### src/rtl/core/mrcm_pkg.sv
// Shared constants for the matrix row and column mean block.
`default_nettype none
package mrcm_pkg;

  // parameter defaults
  localparam int MAX_ROWS_DEF   = 64;
  localparam int MAX_COLS_DEF   = 32;
  localparam int DATA_WIDTH_DEF = 16;

  // fixed field widths
  localparam int FRAC_W     = 8;
  localparam int MEAN_W     = 24;
  localparam int POS_W      = 6;
  localparam int NUM_ROWS_W = 7;
  localparam int NUM_COLS_W = 6;
  localparam int DIVISOR_W  = 7;
  localparam int CFG_IDX_W  = 2;
  localparam int CFG_DATA_W = 7;

  // register indexes
  localparam logic [CFG_IDX_W-1:0] CFG_NUM_ROWS = 2'd0;
  localparam logic [CFG_IDX_W-1:0] CFG_NUM_COLS = 2'd1;

  // register reset values
  localparam logic [NUM_ROWS_W-1:0] NUM_ROWS_RST = 7'd64;
  localparam logic [NUM_COLS_W-1:0] NUM_COLS_RST = 6'd32;

  // result kinds
  localparam logic KIND_ROW = 1'b0;
  localparam logic KIND_COL = 1'b1;

endpackage
`default_nettype wire

### src/rtl/core/mrcm_colmem.sv
// Column sum memory: one write port, one registered read port, per-entry valid bits.
`default_nettype none
module mrcm_colmem #(
  parameter int DEPTH  = mrcm_pkg::MAX_COLS_DEF,
  parameter int ADDR_W = 5,
  parameter int DATA_W = 23
) (
  input  logic                     clk,
  input  logic                     rst,
  input  logic                     rd_en,
  input  logic [ADDR_W-1:0]        rd_addr,
  output logic signed [DATA_W-1:0] rd_data,
  input  logic                     wr_en,
  input  logic [ADDR_W-1:0]        wr_addr,
  input  logic signed [DATA_W-1:0] wr_data,
  input  logic                     clr
);

  logic signed [DATA_W-1:0] mem [DEPTH];
  logic [DEPTH-1:0]         valid;

  // valid bits: an entry never written since the last clear reads as zero
  always_ff @(posedge clk) begin
    if (rst) begin
      valid <= '0;
    end else if (clr) begin
      valid <= '0;
    end else if (wr_en) begin
      valid[wr_addr] <= 1'b1;
    end
  end

  // storage
  always_ff @(posedge clk) begin
    if (wr_en) begin
      mem[wr_addr] <= wr_data;
    end
  end

  // read with write-to-read bypass for the same entry in the same cycle
  always_ff @(posedge clk) begin
    if (rd_en) begin
      if (wr_en && (wr_addr == rd_addr)) begin
        rd_data <= wr_data;
      end else if (valid[rd_addr]) begin
        rd_data <= mem[rd_addr];
      end else begin
        rd_data <= '0;
      end
    end
  end

endmodule
`default_nettype wire

### src/rtl/core/mrcm_div.sv
// Radix-2 restoring divider: signed dividend by small positive count, truncating.
`default_nettype none
module mrcm_div #(
  parameter int DVD_W = 31
) (
  input  logic                                  clk,
  input  logic                                  rst,
  input  logic                                  start,
  input  logic signed [DVD_W-1:0]               dividend,
  input  logic [mrcm_pkg::DIVISOR_W-1:0]        divisor,
  output logic                                  done,
  output logic signed [mrcm_pkg::MEAN_W-1:0]    quotient
);

  localparam int CNT_W = $clog2(DVD_W);
  localparam int EXT_W = (DVD_W > mrcm_pkg::MEAN_W) ? DVD_W : mrcm_pkg::MEAN_W;
  localparam int DV_W  = mrcm_pkg::DIVISOR_W;

  logic                 busy;
  logic [CNT_W-1:0]     cnt;
  logic [DVD_W-1:0]     q;
  logic [DV_W-1:0]      rem;
  logic [DV_W-1:0]      dvsr;
  logic                 neg;
  logic [DVD_W-1:0]     mag;
  logic [DV_W:0]        rem_sh;
  logic                 ge;
  logic [DV_W:0]        rem_sub;
  logic [EXT_W-1:0]     q_ext;
  logic [EXT_W-1:0]     q_res;

  // operand magnitude
  assign mag = dividend[DVD_W-1] ? DVD_W'(~dividend + 1'b1) : DVD_W'(dividend);

  // one quotient bit per cycle
  assign rem_sh  = {rem, q[DVD_W-1]};
  assign ge      = (rem_sh >= {1'b0, dvsr});
  assign rem_sub = rem_sh - {1'b0, dvsr};

  always_ff @(posedge clk) begin
    if (rst) begin
      busy <= 1'b0;
      done <= 1'b0;
      cnt  <= '0;
    end else if (start) begin
      busy <= 1'b1;
      done <= 1'b0;
      cnt  <= '0;
    end else if (busy) begin
      cnt <= cnt + 1'b1;
      if (cnt == CNT_W'(DVD_W - 1)) begin
        busy <= 1'b0;
        done <= 1'b1;
      end
    end
  end

  always_ff @(posedge clk) begin
    if (start) begin
      q    <= mag;
      rem  <= '0;
      dvsr <= divisor;
      neg  <= dividend[DVD_W-1];
    end else if (busy) begin
      q   <= {q[DVD_W-2:0], ge};
      rem <= ge ? rem_sub[DV_W-1:0] : rem_sh[DV_W-1:0];
    end
  end

  // restore sign, keep the low result bits
  assign q_ext    = EXT_W'(q);
  assign q_res    = neg ? (~q_ext + 1'b1) : q_ext;
  assign quotient = q_res[mrcm_pkg::MEAN_W-1:0];

endmodule
`default_nettype wire

### src/rtl/core/matrix_row_column_mean.sv
// Top level: streaming matrix row and column averager.
//
//  channel | handshake          | word
//  --------+--------------------+------------------------------------------
//  in      | in_valid/in_stall  | element
//  out     | out_valid/out_stall| result_kind, position, mean_value, last
//  cfg     | cfg_valid/cfg_ready| cfg_index, cfg_data
//
// Mid-row elements are taken one per cycle; column sums live in a memory with a
// registered read port, updated read-modify-write with a same-entry bypass.
// The row-ending element stalls input until the bit-serial divider (DIV_W = widest
// sum + 8, 31 at defaults) has formed the row average and the output is free.
// The matrix-ending row adds num_cols column averages, one divide each.
// Synchronous active-high reset; column sums read as zero via valid bits.
// Output is one register; the block waits while it is full and stalled.
`default_nettype none
module matrix_row_column_mean #(
  parameter int MAX_ROWS   = mrcm_pkg::MAX_ROWS_DEF,
  parameter int MAX_COLS   = mrcm_pkg::MAX_COLS_DEF,
  parameter int DATA_WIDTH = mrcm_pkg::DATA_WIDTH_DEF
) (
  input  logic                                  clk,
  input  logic                                  rst,
  input  logic                                  in_valid,
  output logic                                  in_stall,
  input  logic signed [DATA_WIDTH-1:0]          element,
  output logic                                  out_valid,
  input  logic                                  out_stall,
  output logic                                  result_kind,
  output logic [mrcm_pkg::POS_W-1:0]            position,
  output logic signed [mrcm_pkg::MEAN_W-1:0]    mean_value,
  output logic                                  last,
  input  logic                                  cfg_valid,
  output logic                                  cfg_ready,
  input  logic [mrcm_pkg::CFG_IDX_W-1:0]        cfg_index,
  input  logic [mrcm_pkg::CFG_DATA_W-1:0]       cfg_data
);

  localparam int COL_IDX_W = (MAX_COLS > 1) ? $clog2(MAX_COLS) : 1;
  localparam int ROW_IDX_W = (MAX_ROWS > 1) ? $clog2(MAX_ROWS) : 1;
  localparam int RS_W      = DATA_WIDTH + $clog2(MAX_COLS) + 1;
  localparam int CS_W      = DATA_WIDTH + $clog2(MAX_ROWS) + 1;
  localparam int SUM_W     = (RS_W > CS_W) ? RS_W : CS_W;
  localparam int DIV_W     = SUM_W + mrcm_pkg::FRAC_W;
  localparam int CNT_W     = mrcm_pkg::NUM_ROWS_W;

  localparam logic [2:0] ST_RUN      = 3'd0;
  localparam logic [2:0] ST_ROW_DIV  = 3'd1;
  localparam logic [2:0] ST_COL_RD   = 3'd2;
  localparam logic [2:0] ST_COL_WAIT = 3'd3;
  localparam logic [2:0] ST_COL_DIV  = 3'd4;

  logic [2:0]                          state;
  logic [mrcm_pkg::NUM_ROWS_W-1:0]     num_rows;
  logic [mrcm_pkg::NUM_COLS_W-1:0]     num_cols;
  logic [mrcm_pkg::NUM_ROWS_W-1:0]     rows_eff;
  logic [mrcm_pkg::NUM_COLS_W-1:0]     cols_eff;
  logic [COL_IDX_W-1:0]                col_idx;
  logic [ROW_IDX_W-1:0]                row_idx;
  logic [ROW_IDX_W-1:0]                row_pos;
  logic [COL_IDX_W-1:0]                burst_col;
  logic                                mat_end;
  logic signed [RS_W-1:0]              row_total;
  logic signed [RS_W-1:0]              row_sum_new;
  logic                                accept;
  logic                                row_end;
  logic                                col_last;
  logic                                out_free;
  logic                                ld;
  logic                                s_vld;
  logic [COL_IDX_W-1:0]                s_addr;
  logic signed [DATA_WIDTH-1:0]        s_e;
  logic                                rd_en;
  logic [COL_IDX_W-1:0]                rd_addr;
  logic signed [CS_W-1:0]              rd_data;
  logic signed [CS_W-1:0]              wr_data;
  logic                                clr;
  logic                                div_start;
  logic signed [DIV_W-1:0]             div_dvd;
  logic [mrcm_pkg::DIVISOR_W-1:0]      div_dvsr;
  logic                                div_done;
  logic signed [mrcm_pkg::MEAN_W-1:0]  div_q;

  // configuration registers
  assign cfg_ready = 1'b1;

  always_ff @(posedge clk) begin
    if (rst) begin
      num_rows <= mrcm_pkg::NUM_ROWS_RST;
      num_cols <= mrcm_pkg::NUM_COLS_RST;
    end else if (cfg_valid && cfg_ready) begin
      case (cfg_index)
        mrcm_pkg::CFG_NUM_ROWS: num_rows <= cfg_data;
        mrcm_pkg::CFG_NUM_COLS: num_cols <= cfg_data[mrcm_pkg::NUM_COLS_W-1:0];
        default: ;
      endcase
    end
  end

  // bounds clamped to 1..MAX
  always_comb begin
    if (num_rows == '0) begin
      rows_eff = mrcm_pkg::NUM_ROWS_W'(1);
    end else if (num_rows > mrcm_pkg::NUM_ROWS_W'(MAX_ROWS)) begin
      rows_eff = mrcm_pkg::NUM_ROWS_W'(MAX_ROWS);
    end else begin
      rows_eff = num_rows;
    end
    if (num_cols == '0) begin
      cols_eff = mrcm_pkg::NUM_COLS_W'(1);
    end else if (num_cols > mrcm_pkg::NUM_COLS_W'(MAX_COLS)) begin
      cols_eff = mrcm_pkg::NUM_COLS_W'(MAX_COLS);
    end else begin
      cols_eff = num_cols;
    end
  end

  // input side
  assign in_stall    = (state != ST_RUN);
  assign accept      = in_valid && !in_stall;
  assign row_sum_new = row_total + RS_W'(element);
  assign row_end     = !((CNT_W'(col_idx) + CNT_W'(1)) < CNT_W'(cols_eff));
  assign col_last    = !((CNT_W'(burst_col) + CNT_W'(1)) < CNT_W'(cols_eff));

  // output register handshake
  assign out_free = !out_valid || !out_stall;
  assign ld       = ((state == ST_ROW_DIV) || (state == ST_COL_DIV)) && div_done && out_free;

  // column memory access: element updates, then the end-of-matrix sweep
  assign rd_en   = accept || (state == ST_COL_RD);
  assign rd_addr = accept ? col_idx : burst_col;
  assign wr_data = rd_data + CS_W'(s_e);
  assign clr     = ld && (state == ST_COL_DIV) && col_last;

  always_ff @(posedge clk) begin
    if (rst) begin
      s_vld <= 1'b0;
    end else begin
      s_vld <= accept;
    end
  end

  always_ff @(posedge clk) begin
    if (accept) begin
      s_addr <= col_idx;
      s_e    <= element;
    end
  end

  mrcm_colmem #(
    .DEPTH  (MAX_COLS),
    .ADDR_W (COL_IDX_W),
    .DATA_W (CS_W)
  ) u_colmem (
    .clk     (clk),
    .rst     (rst),
    .rd_en   (rd_en),
    .rd_addr (rd_addr),
    .rd_data (rd_data),
    .wr_en   (s_vld),
    .wr_addr (s_addr),
    .wr_data (wr_data),
    .clr     (clr)
  );

  // divider launch: row sum at a row end, column sum in the sweep
  assign div_start = (accept && row_end) || (state == ST_COL_WAIT);

  always_comb begin
    if (state == ST_COL_WAIT) begin
      div_dvd  = {SUM_W'(rd_data), {mrcm_pkg::FRAC_W{1'b0}}};
      div_dvsr = rows_eff;
    end else begin
      div_dvd  = {SUM_W'(row_sum_new), {mrcm_pkg::FRAC_W{1'b0}}};
      div_dvsr = {1'b0, cols_eff};
    end
  end

  mrcm_div #(
    .DVD_W (DIV_W)
  ) u_div (
    .clk      (clk),
    .rst      (rst),
    .start    (div_start),
    .dividend (div_dvd),
    .divisor  (div_dvsr),
    .done     (div_done),
    .quotient (div_q)
  );

  // sequencer and running counters
  always_ff @(posedge clk) begin
    if (rst) begin
      state     <= ST_RUN;
      col_idx   <= '0;
      row_idx   <= '0;
      row_total <= '0;
      mat_end   <= 1'b0;
      burst_col <= '0;
    end else begin
      case (state)
        ST_RUN: begin
          if (accept) begin
            if (!row_end) begin
              col_idx   <= col_idx + 1'b1;
              row_total <= row_sum_new;
            end else begin
              col_idx   <= '0;
              row_total <= '0;
              state     <= ST_ROW_DIV;
              if ((CNT_W'(row_idx) + CNT_W'(1)) < rows_eff) begin
                row_idx <= row_idx + 1'b1;
                mat_end <= 1'b0;
              end else begin
                row_idx <= '0;
                mat_end <= 1'b1;
              end
            end
          end
        end
        ST_ROW_DIV: begin
          if (ld) begin
            burst_col <= '0;
            state     <= mat_end ? ST_COL_RD : ST_RUN;
          end
        end
        ST_COL_RD: begin
          state <= ST_COL_WAIT;
        end
        ST_COL_WAIT: begin
          state <= ST_COL_DIV;
        end
        ST_COL_DIV: begin
          if (ld) begin
            if (col_last) begin
              state <= ST_RUN;
            end else begin
              burst_col <= burst_col + 1'b1;
              state     <= ST_COL_RD;
            end
          end
        end
        default: begin
          state <= ST_RUN;
        end
      endcase
    end
  end

  // row number of the pending row average
  always_ff @(posedge clk) begin
    if (accept && row_end) begin
      row_pos <= row_idx;
    end
  end

  // output register
  always_ff @(posedge clk) begin
    if (rst) begin
      out_valid <= 1'b0;
    end else if (ld) begin
      out_valid <= 1'b1;
    end else if (!out_stall) begin
      out_valid <= 1'b0;
    end
  end

  always_ff @(posedge clk) begin
    if (ld) begin
      mean_value <= div_q;
      if (state == ST_COL_DIV) begin
        result_kind <= mrcm_pkg::KIND_COL;
        position    <= mrcm_pkg::POS_W'(burst_col);
        last        <= col_last;
      end else begin
        result_kind <= mrcm_pkg::KIND_ROW;
        position    <= mrcm_pkg::POS_W'(row_pos);
        last        <= 1'b0;
      end
    end
  end

endmodule
`default_nettype wire

### config.mk
export PLATFORM = sky130hd
export DESIGN_NAME = matrix_row_column_mean
export DESIGN_NICKNAME = d
export VERILOG_FILES = /design/src/rtl/core/mrcm_pkg.sv /design/src/rtl/core/mrcm_colmem.sv /design/src/rtl/core/mrcm_div.sv /design/src/rtl/core/matrix_row_column_mean.sv
export SDC_FILE = /design/constraint.sdc
export NUM_CORES = 1
export LEC_CHECK = 0
export BUFFER_PORTS_ARGS = -buffer_cell sky130_fd_sc_hd__buf_4
export CELL_PAD_IN_SITES_DETAIL_PLACEMENT = 0
export CELL_PAD_IN_SITES_GLOBAL_PLACEMENT = 1
export CORE_ASPECT_RATIO = 1.5
export CORE_UTILIZATION = 25
export CTS_BUF_LIST = sky130_fd_sc_hd__clkbuf_2 sky130_fd_sc_hd__clkbuf_4 sky130_fd_sc_hd__clkbuf_8
export CTS_CLUSTER_DIAMETER = 200
export DETAILED_ROUTE_END_ITERATION = 10
export PLACE_DENSITY = 0.52
export REMOVE_ABC_BUFFERS = 1
export SLEW_MARGIN = 20
export SYNTH_ARGS = -nofsm -noshare
export SYNTH_HDL_FRONTEND = slang
export SYNTH_HIERARCHICAL = 1
export SYNTH_SLANG_ARGS = --single-unit
### constraint.sdc
create_clock -name clk -period 4.17 [get_ports clk]
set_input_delay 0.6255 -clock clk [delete_from_list [all_inputs] [get_ports clk]]
set_output_delay 0.6255 -clock clk [all_outputs]
set_load 0.01 [all_outputs]
=== After elaboration in Yosys (flattened, before gate mapping) ===
Memory sizes are Yosys's and may differ from the RTL's.
Index checks and enable logic that the tools add are counted.

* Logic and storage cells: 142
* Memory bits (writable): 736
* Flip-flop bits (word level): 224
* Memories kept: 1
* Output and inout port bits: 35
* Bits in latches: 0
* Bits in read-only memories: 0

{| class="wikitable"
|+ Memory list
! name !! depth !! width !! read ports !! clocked after memory_dff !! wr ports !! RTL line !! text
|-
| u_colmem.mem || 32 || 23 || 1 || 0 || 1 || mrcm_colmem.sv:19 || <nowiki>logic signed [DATA_W-1:0] mem [DEPTH];</nowiki>
|}

* Reduce and logical (&&, ||, !) cells: 33
* Equality and inequality tests: 13
* Shift-type cells: 0
* Divide/modulo/power cells: 0
* Mux-type cells: 42
* $mul: 0
* $lt $le $gt $ge: 9
* Bitwise logic cells: 4
* $add $sub $neg: 12

{| class="wikitable"
|+ Operators with widths
! cell !! number
|-
| two-way mux 31 bit || 4
|-
| two-way mux 23 bit || 2
|-
| bitwise OR 32 bit || 1
|-
| adder 31 x 1 -> 31 bit, second input constant || 1
|-
| NOT 31 bit || 1
|-
| two-way mux 5 bit || 6
|-
| adder 24 x 1 -> 24 bit, second input constant || 1
|-
| two-way mux 24 bit || 1
|-
| two-way mux 6 bit || 4
|-
| NOT 24 bit || 1
|-
| adder 23 x 16 -> 23 bit || 1
|-
| adder 22 x 16 -> 22 bit || 1
|-
| two-way mux 22 bit || 1
|-
| two-way mux 7 bit || 3
|-
| adder 5 x 1 -> 5 bit, second input constant || 3
|-
| one-hot mux 3 bit (5 select lines) || 1
|-
| adder 5 x 1 -> 6 bit, second input constant || 2
|-
| less-than comparator 5 x 6 -> 1 bit, second input constant || 2
|-
| less-than comparator 6 bit || 2
|-
| two-way mux 3 bit || 4
|-
| two-way mux 1 bit || 11
|-
| inequality test 2 bit, second input constant || 5
|-
| one-hot mux 5 bit (2 select lines) || 1
|-
| greater-or-equal comparator 8 x 7 -> 1 bit || 1
|-
| other kinds (31) || 53
|}

=== Depth between registers and ports, before layout ===
* Depth after elaboration: 8
* Mapped depth: 17
* Depth with buffers taken out: 14

=== By module ===
Netlist, hierarchy kept.

{| class="wikitable"
|+ Modules (own cells, without submodules)
! module !! times used !! area an instance (µm²) !! seq. area each (µm²) !! cells each
|-
| mrcm_colmem || 1 || 32927.8 || 23432.5 || 1945
|-
| matrix_row_column_mean || 1 || 7169.4 || 2912.8 || 773
|-
| mrcm_div || 1 || 3577.2 || 1451.4 || 391
|}

=== Least setup slack after synthesis ===
OpenSTA, ideal clock, no wires.

* Path type: input port to flip-flop
* Start point: in element[0]
* End point: reg u_div.q[27] (data pin)
* Buffers on the path: 1
* Cell stages on the path: 15
* Arrival: 3951 ps
* Path slack: -51 ps
* Cells stage by stage: ha_1 > fa_1 > a21oi_1 > o21ai_0 > o21ai_0 > nand2b_1 > a21oi_1 > xnor2_1 > mux2_2 > or4_4 > or4_4 > buf_6 > o41ai_4 > xor2_1 > a21oi_1

* Word-level cells in the longest chain between the ends: 6

{| class="wikitable"
|+ Ends and longest elaborated chain
! element !! RTL line !! text
|-
| start: declaration || matrix_row_column_mean.sv:26 || <nowiki>input logic signed [DATA_WIDTH-1:0] element,</nowiki>
|-
| adder 22 x 16 -> 22 bit || matrix_row_column_mean.sv:121 || <nowiki>assign row_sum_new = row_total + RS_W'(element);</nowiki>
|-
| two-way mux 31 bit || matrix_row_column_mean.sv:170 || <nowiki>if (state == ST_COL_WAIT) begin</nowiki>
|-
| via div_dvd[16] || matrix_row_column_mean.sv:79 || <nowiki>logic signed [DIV_W-1:0] div_dvd;</nowiki>
|-
| NOT 31 bit || mrcm_div.sv:33 || <nowiki>assign mag = dividend[DVD_W-1] ? DVD_W'(~dividend + 1'b1) : DVD_W'(dividend);</nowiki>
|-
| adder 31 x 1 -> 31 bit || mrcm_div.sv:33 ||
|-
| two-way mux 31 bit || mrcm_div.sv:33 ||
|-
| two-way mux 31 bit || mrcm_div.sv:59 || <nowiki>if (start) begin</nowiki>
|-
| end signal: assignment || mrcm_div.sv:60 || <nowiki>q <= mag;</nowiki>
|-
| end signal: assignment || mrcm_div.sv:65 || <nowiki>q <= {q[DVD_W-2:0], ge};</nowiki>
|-
| end: declaration || mrcm_div.sv:21 || <nowiki>logic [DVD_W-1:0] q;</nowiki>
|}

The timed path passes the listed nets, and every way through them passes these cells.
A chain may end at the register's enable or synchronous reset.

=== Final worst setup path ===
* Start point: in element[4]
* End point: reg u_div.q[27] (data pin)

The elaborated chain is that of the path after synthesis.

==> impl_metrics.ini <==
[timing]
slew_viol_final = 0
fin_crit_sh_pct = 96.8
rsz0062_at_grt = false
period_minus_slack_ns = 4.04
setup_viol = 0
relSlewSlack_pct = 23.3
hold_viol_final = 0
setup_ws_ns = 0.134
tightest_slew_ns = 1.14
finalClockSkew_ns = 0.0407
max_freq_mhz = 248

[synthesis]
synth_commonest_cells = edfxtp_1 (857), mux2i_1 (199), nor2_1 (184)
yosys.area_share.xor_xnor_pct = 2.23
ys.flop_type = edfxtp_1
syn_area_per_cell_um2 = 14.0
synth-async-reset-ratio_pct = 0
ys_seq_area_share_pct = 63.6
synth_seq_cells = 960
synthTopCellsByArea = edfxtp_1 (59%), dfxtp_1 (4.7%), mux2i_1 (4.6%)
synthesis.area_um2 = 43700
synthDistinctLibCells = 86
yosys_warnings = 6
synthAdderAreaFrac_pct = 2.20
netlist.area_leader.share_pct = 58.9
synth_edf_count = 857
synth_top_family_by_area = compound AO/OA/AOI/OAI gates
synthMuxAreaShare_pct = 9.75
synth_compound_area_share_pct = 11.9
synthSimpleGateAreaFrac_pct = 7.55
syn_inst = 3109
yosysMostFrequentCell = edfxtp_1
synth_top_cell_by_area = edfxtp_1

[pwr]
switchingPower_mw = 5.90
p_sw_share_pct = 26.4
ir_drop_uv = 326
power_density_nw_per_um2 = 428
combinationalPowerShare_pct = 13.5
p_leak_nw = 17.3
power.internal_mw = 16.4
power.share.clock_pct = 36.4
seqPwrFrac_pct = 50.0

[job]
maxCapViolCount = 0

[floorplanning]
die_h_um = 514
fp-row-count = 187
die-area_um2 = 176000
die_w_um = 343
io_pins = 65
start_util_pct = 25.2
core_um2 = 173000

[final_layout]
drive_above_1_share_pct = 21.3
syn_to_final_growth_pct = 19.3
fin_cells = 5812
design_area_um2 = 52100
fin_nets = 3522

[drt]
drtAntennaViolNets = 0
drtPass1Iterations = 5
vias = 27983
wirelength_mm = 134
vias_per_cell = 4.81
drc = 0
drt-initial-drc-count = 1829
avgRoutedWirePerCell_um = 23.1

[clock_tree]
clock_latency_ns = 0.86
cts_sinks = 960
cts_buffer_depth = 3
cts_tree = done
clk_pin_slew_ns = 0.06
cts_inserted_buffers = 151
root_buffer = clkbuf_8
htreeDepth = 4

[global_route]
grt.overflow.total = 0
antenna_found_initial = 1
grt_pass1_vias = 29019
grt_max_degree = 62
grt_usage_pct = 15.1
grt_pass1_wl_mm = 196

[worst_setup_path]
crit_type = in -> reg
required_ns = 4.74
end_kind = register
cp-start-kind = input port
critPathArrivalTime_ns = 4.61
cp_max_fo = 4

[placement]
dp_slack_ns = -0.600
io_buffers = 63
dp_hpwl_mm = 86.0
place_area_um2 = 48700
place_inst = 5506
gp_congestion = 0.800

[outcome]
outcome = complete, no violations

[min_path]
hp-class = in -> reg
path summary, 6_finish.rpt:
path	to	slack (ns)	start	cells past startpoint
max reg2reg	u_div/q[27]	0.17	row_total[0]	15
max	u_div/q[27]	0.13	element[4]	17
min	state[0]	0.15	in_valid	3
min reg2reg	u_colmem/valid[28]	0.46	u_colmem/valid[28]	1
power by group through the flow:
stage	logic, mW	registers [mW]	clock network [mW]
finish	3.02	11.2	8.14
global route	3.32	11.2	8.79
CTS	3.04	11.2	8.43
detailed placement	3.01	11.4	0
global placement	3.00	11.4	0
floorplan	1.90	11.3	0
critical path: stages:
cell	delay, ns
dlygate4sd3_1	0.53
buf_4	0.14
ha_1	0.29
buf_4	0.15
buf_4	0.13
nand3_1	0.08
nand2_2	0.10
o21bai_4	0.16
nand2_1	0.08
xor2_1	0.16
mux2_4	0.28
or4_4	0.54
or4_4	0.57
buf_6	0.16
o41ai_4	0.34
xor2_1	0.17
a21oi_1	0.08
flip-flops by register name (all words and copies together), names as in the netlist, 3 cells and up:
register	count
row_pos	6
u_colmem/valid	32
mean_value	24
num_cols	6
u_div/cnt	5
row_total	22
s_e	16
u_div/dvsr	7
num_rows	7
row_idx	6
u_div/q	31
s_addr	5
state	3
col_idx	5
u_colmem/mem	736
position	6
burst_col	5
u_div/rem	7
u_colmem/rd_data	23
area by class of cell:
type                    count  area, µm²
clock buffers             211       2560
flip-flops and latches    960      27800
diodes                      1       2.50
clock inverters            68        450
well taps                2268       2840
multi-input cells        1919      15400
inverters                  68        258
repair buffers            317       2830
fillers                 17390     121000
routing by layer:
| metal | GRT usage [%] | part of all wire [%] | vias to the layer above | routed length, µm |
|---|---|---|---|---|
| met5 | 0 | 0 | - | 0 |
| met2 | 29.2 | 55 | 576 | 74100 |
| met1 | 17.0 | 39 | 14350 | 52500 |
| met4 | 4.03 | 2.0 | 0 | 2690 |
| li1 | - | - | 12876 | - |
| met3 | 2.14 | 3.7 | 181 | 4970 |
layout by cell type (no fill, tap or decap), types with 61 or more instances in the layout:
cell type	count
mux4_2	88
nand2_1	158
edfxtp_1	857
o21ai_0	121
a21oi_1	91
dfxtp_1	102
nor2_1	149
buf_4	261
mux2i_1	199
nor3_1	119
ha_1	70
inv_1	64
o311ai_0	61
clkbuf_8	156
per-stage QoR:
stage	power, mW	utilization, %	setup TNS, ns	hold slack, ns
after floorplan	13.2	-	-376.25	0.429
after global placement	14.4	28.1	-5.73	0.439
after detailed placement	14.4	28.1	-5.76	0.450
after CTS	22.6	30.0	0	0.0484
after global routing	23.3	30.1	0	0.0819
final	22.3	30.1	0	0.149
cells by family after synthesis:
group | Yosys count
DFF | 960
adders and majority gates | 75
muxes | 308
other | 2
and+or+nand+nor | 685
AOI/OAI and AO/OA | 707
xor gates and xnor gates | 111
buffers and inverters | 261
what timing repair did:
item,CTS,global route
setup endpoints to repair,10,9
buffers inserted,0,2
resized for setup,4,21
pin swaps,2,13
endpoints found under the hold margin,30,0
gates cloned,0,0
hold buffers,24,0
Power figures use the tool's default switching activity.
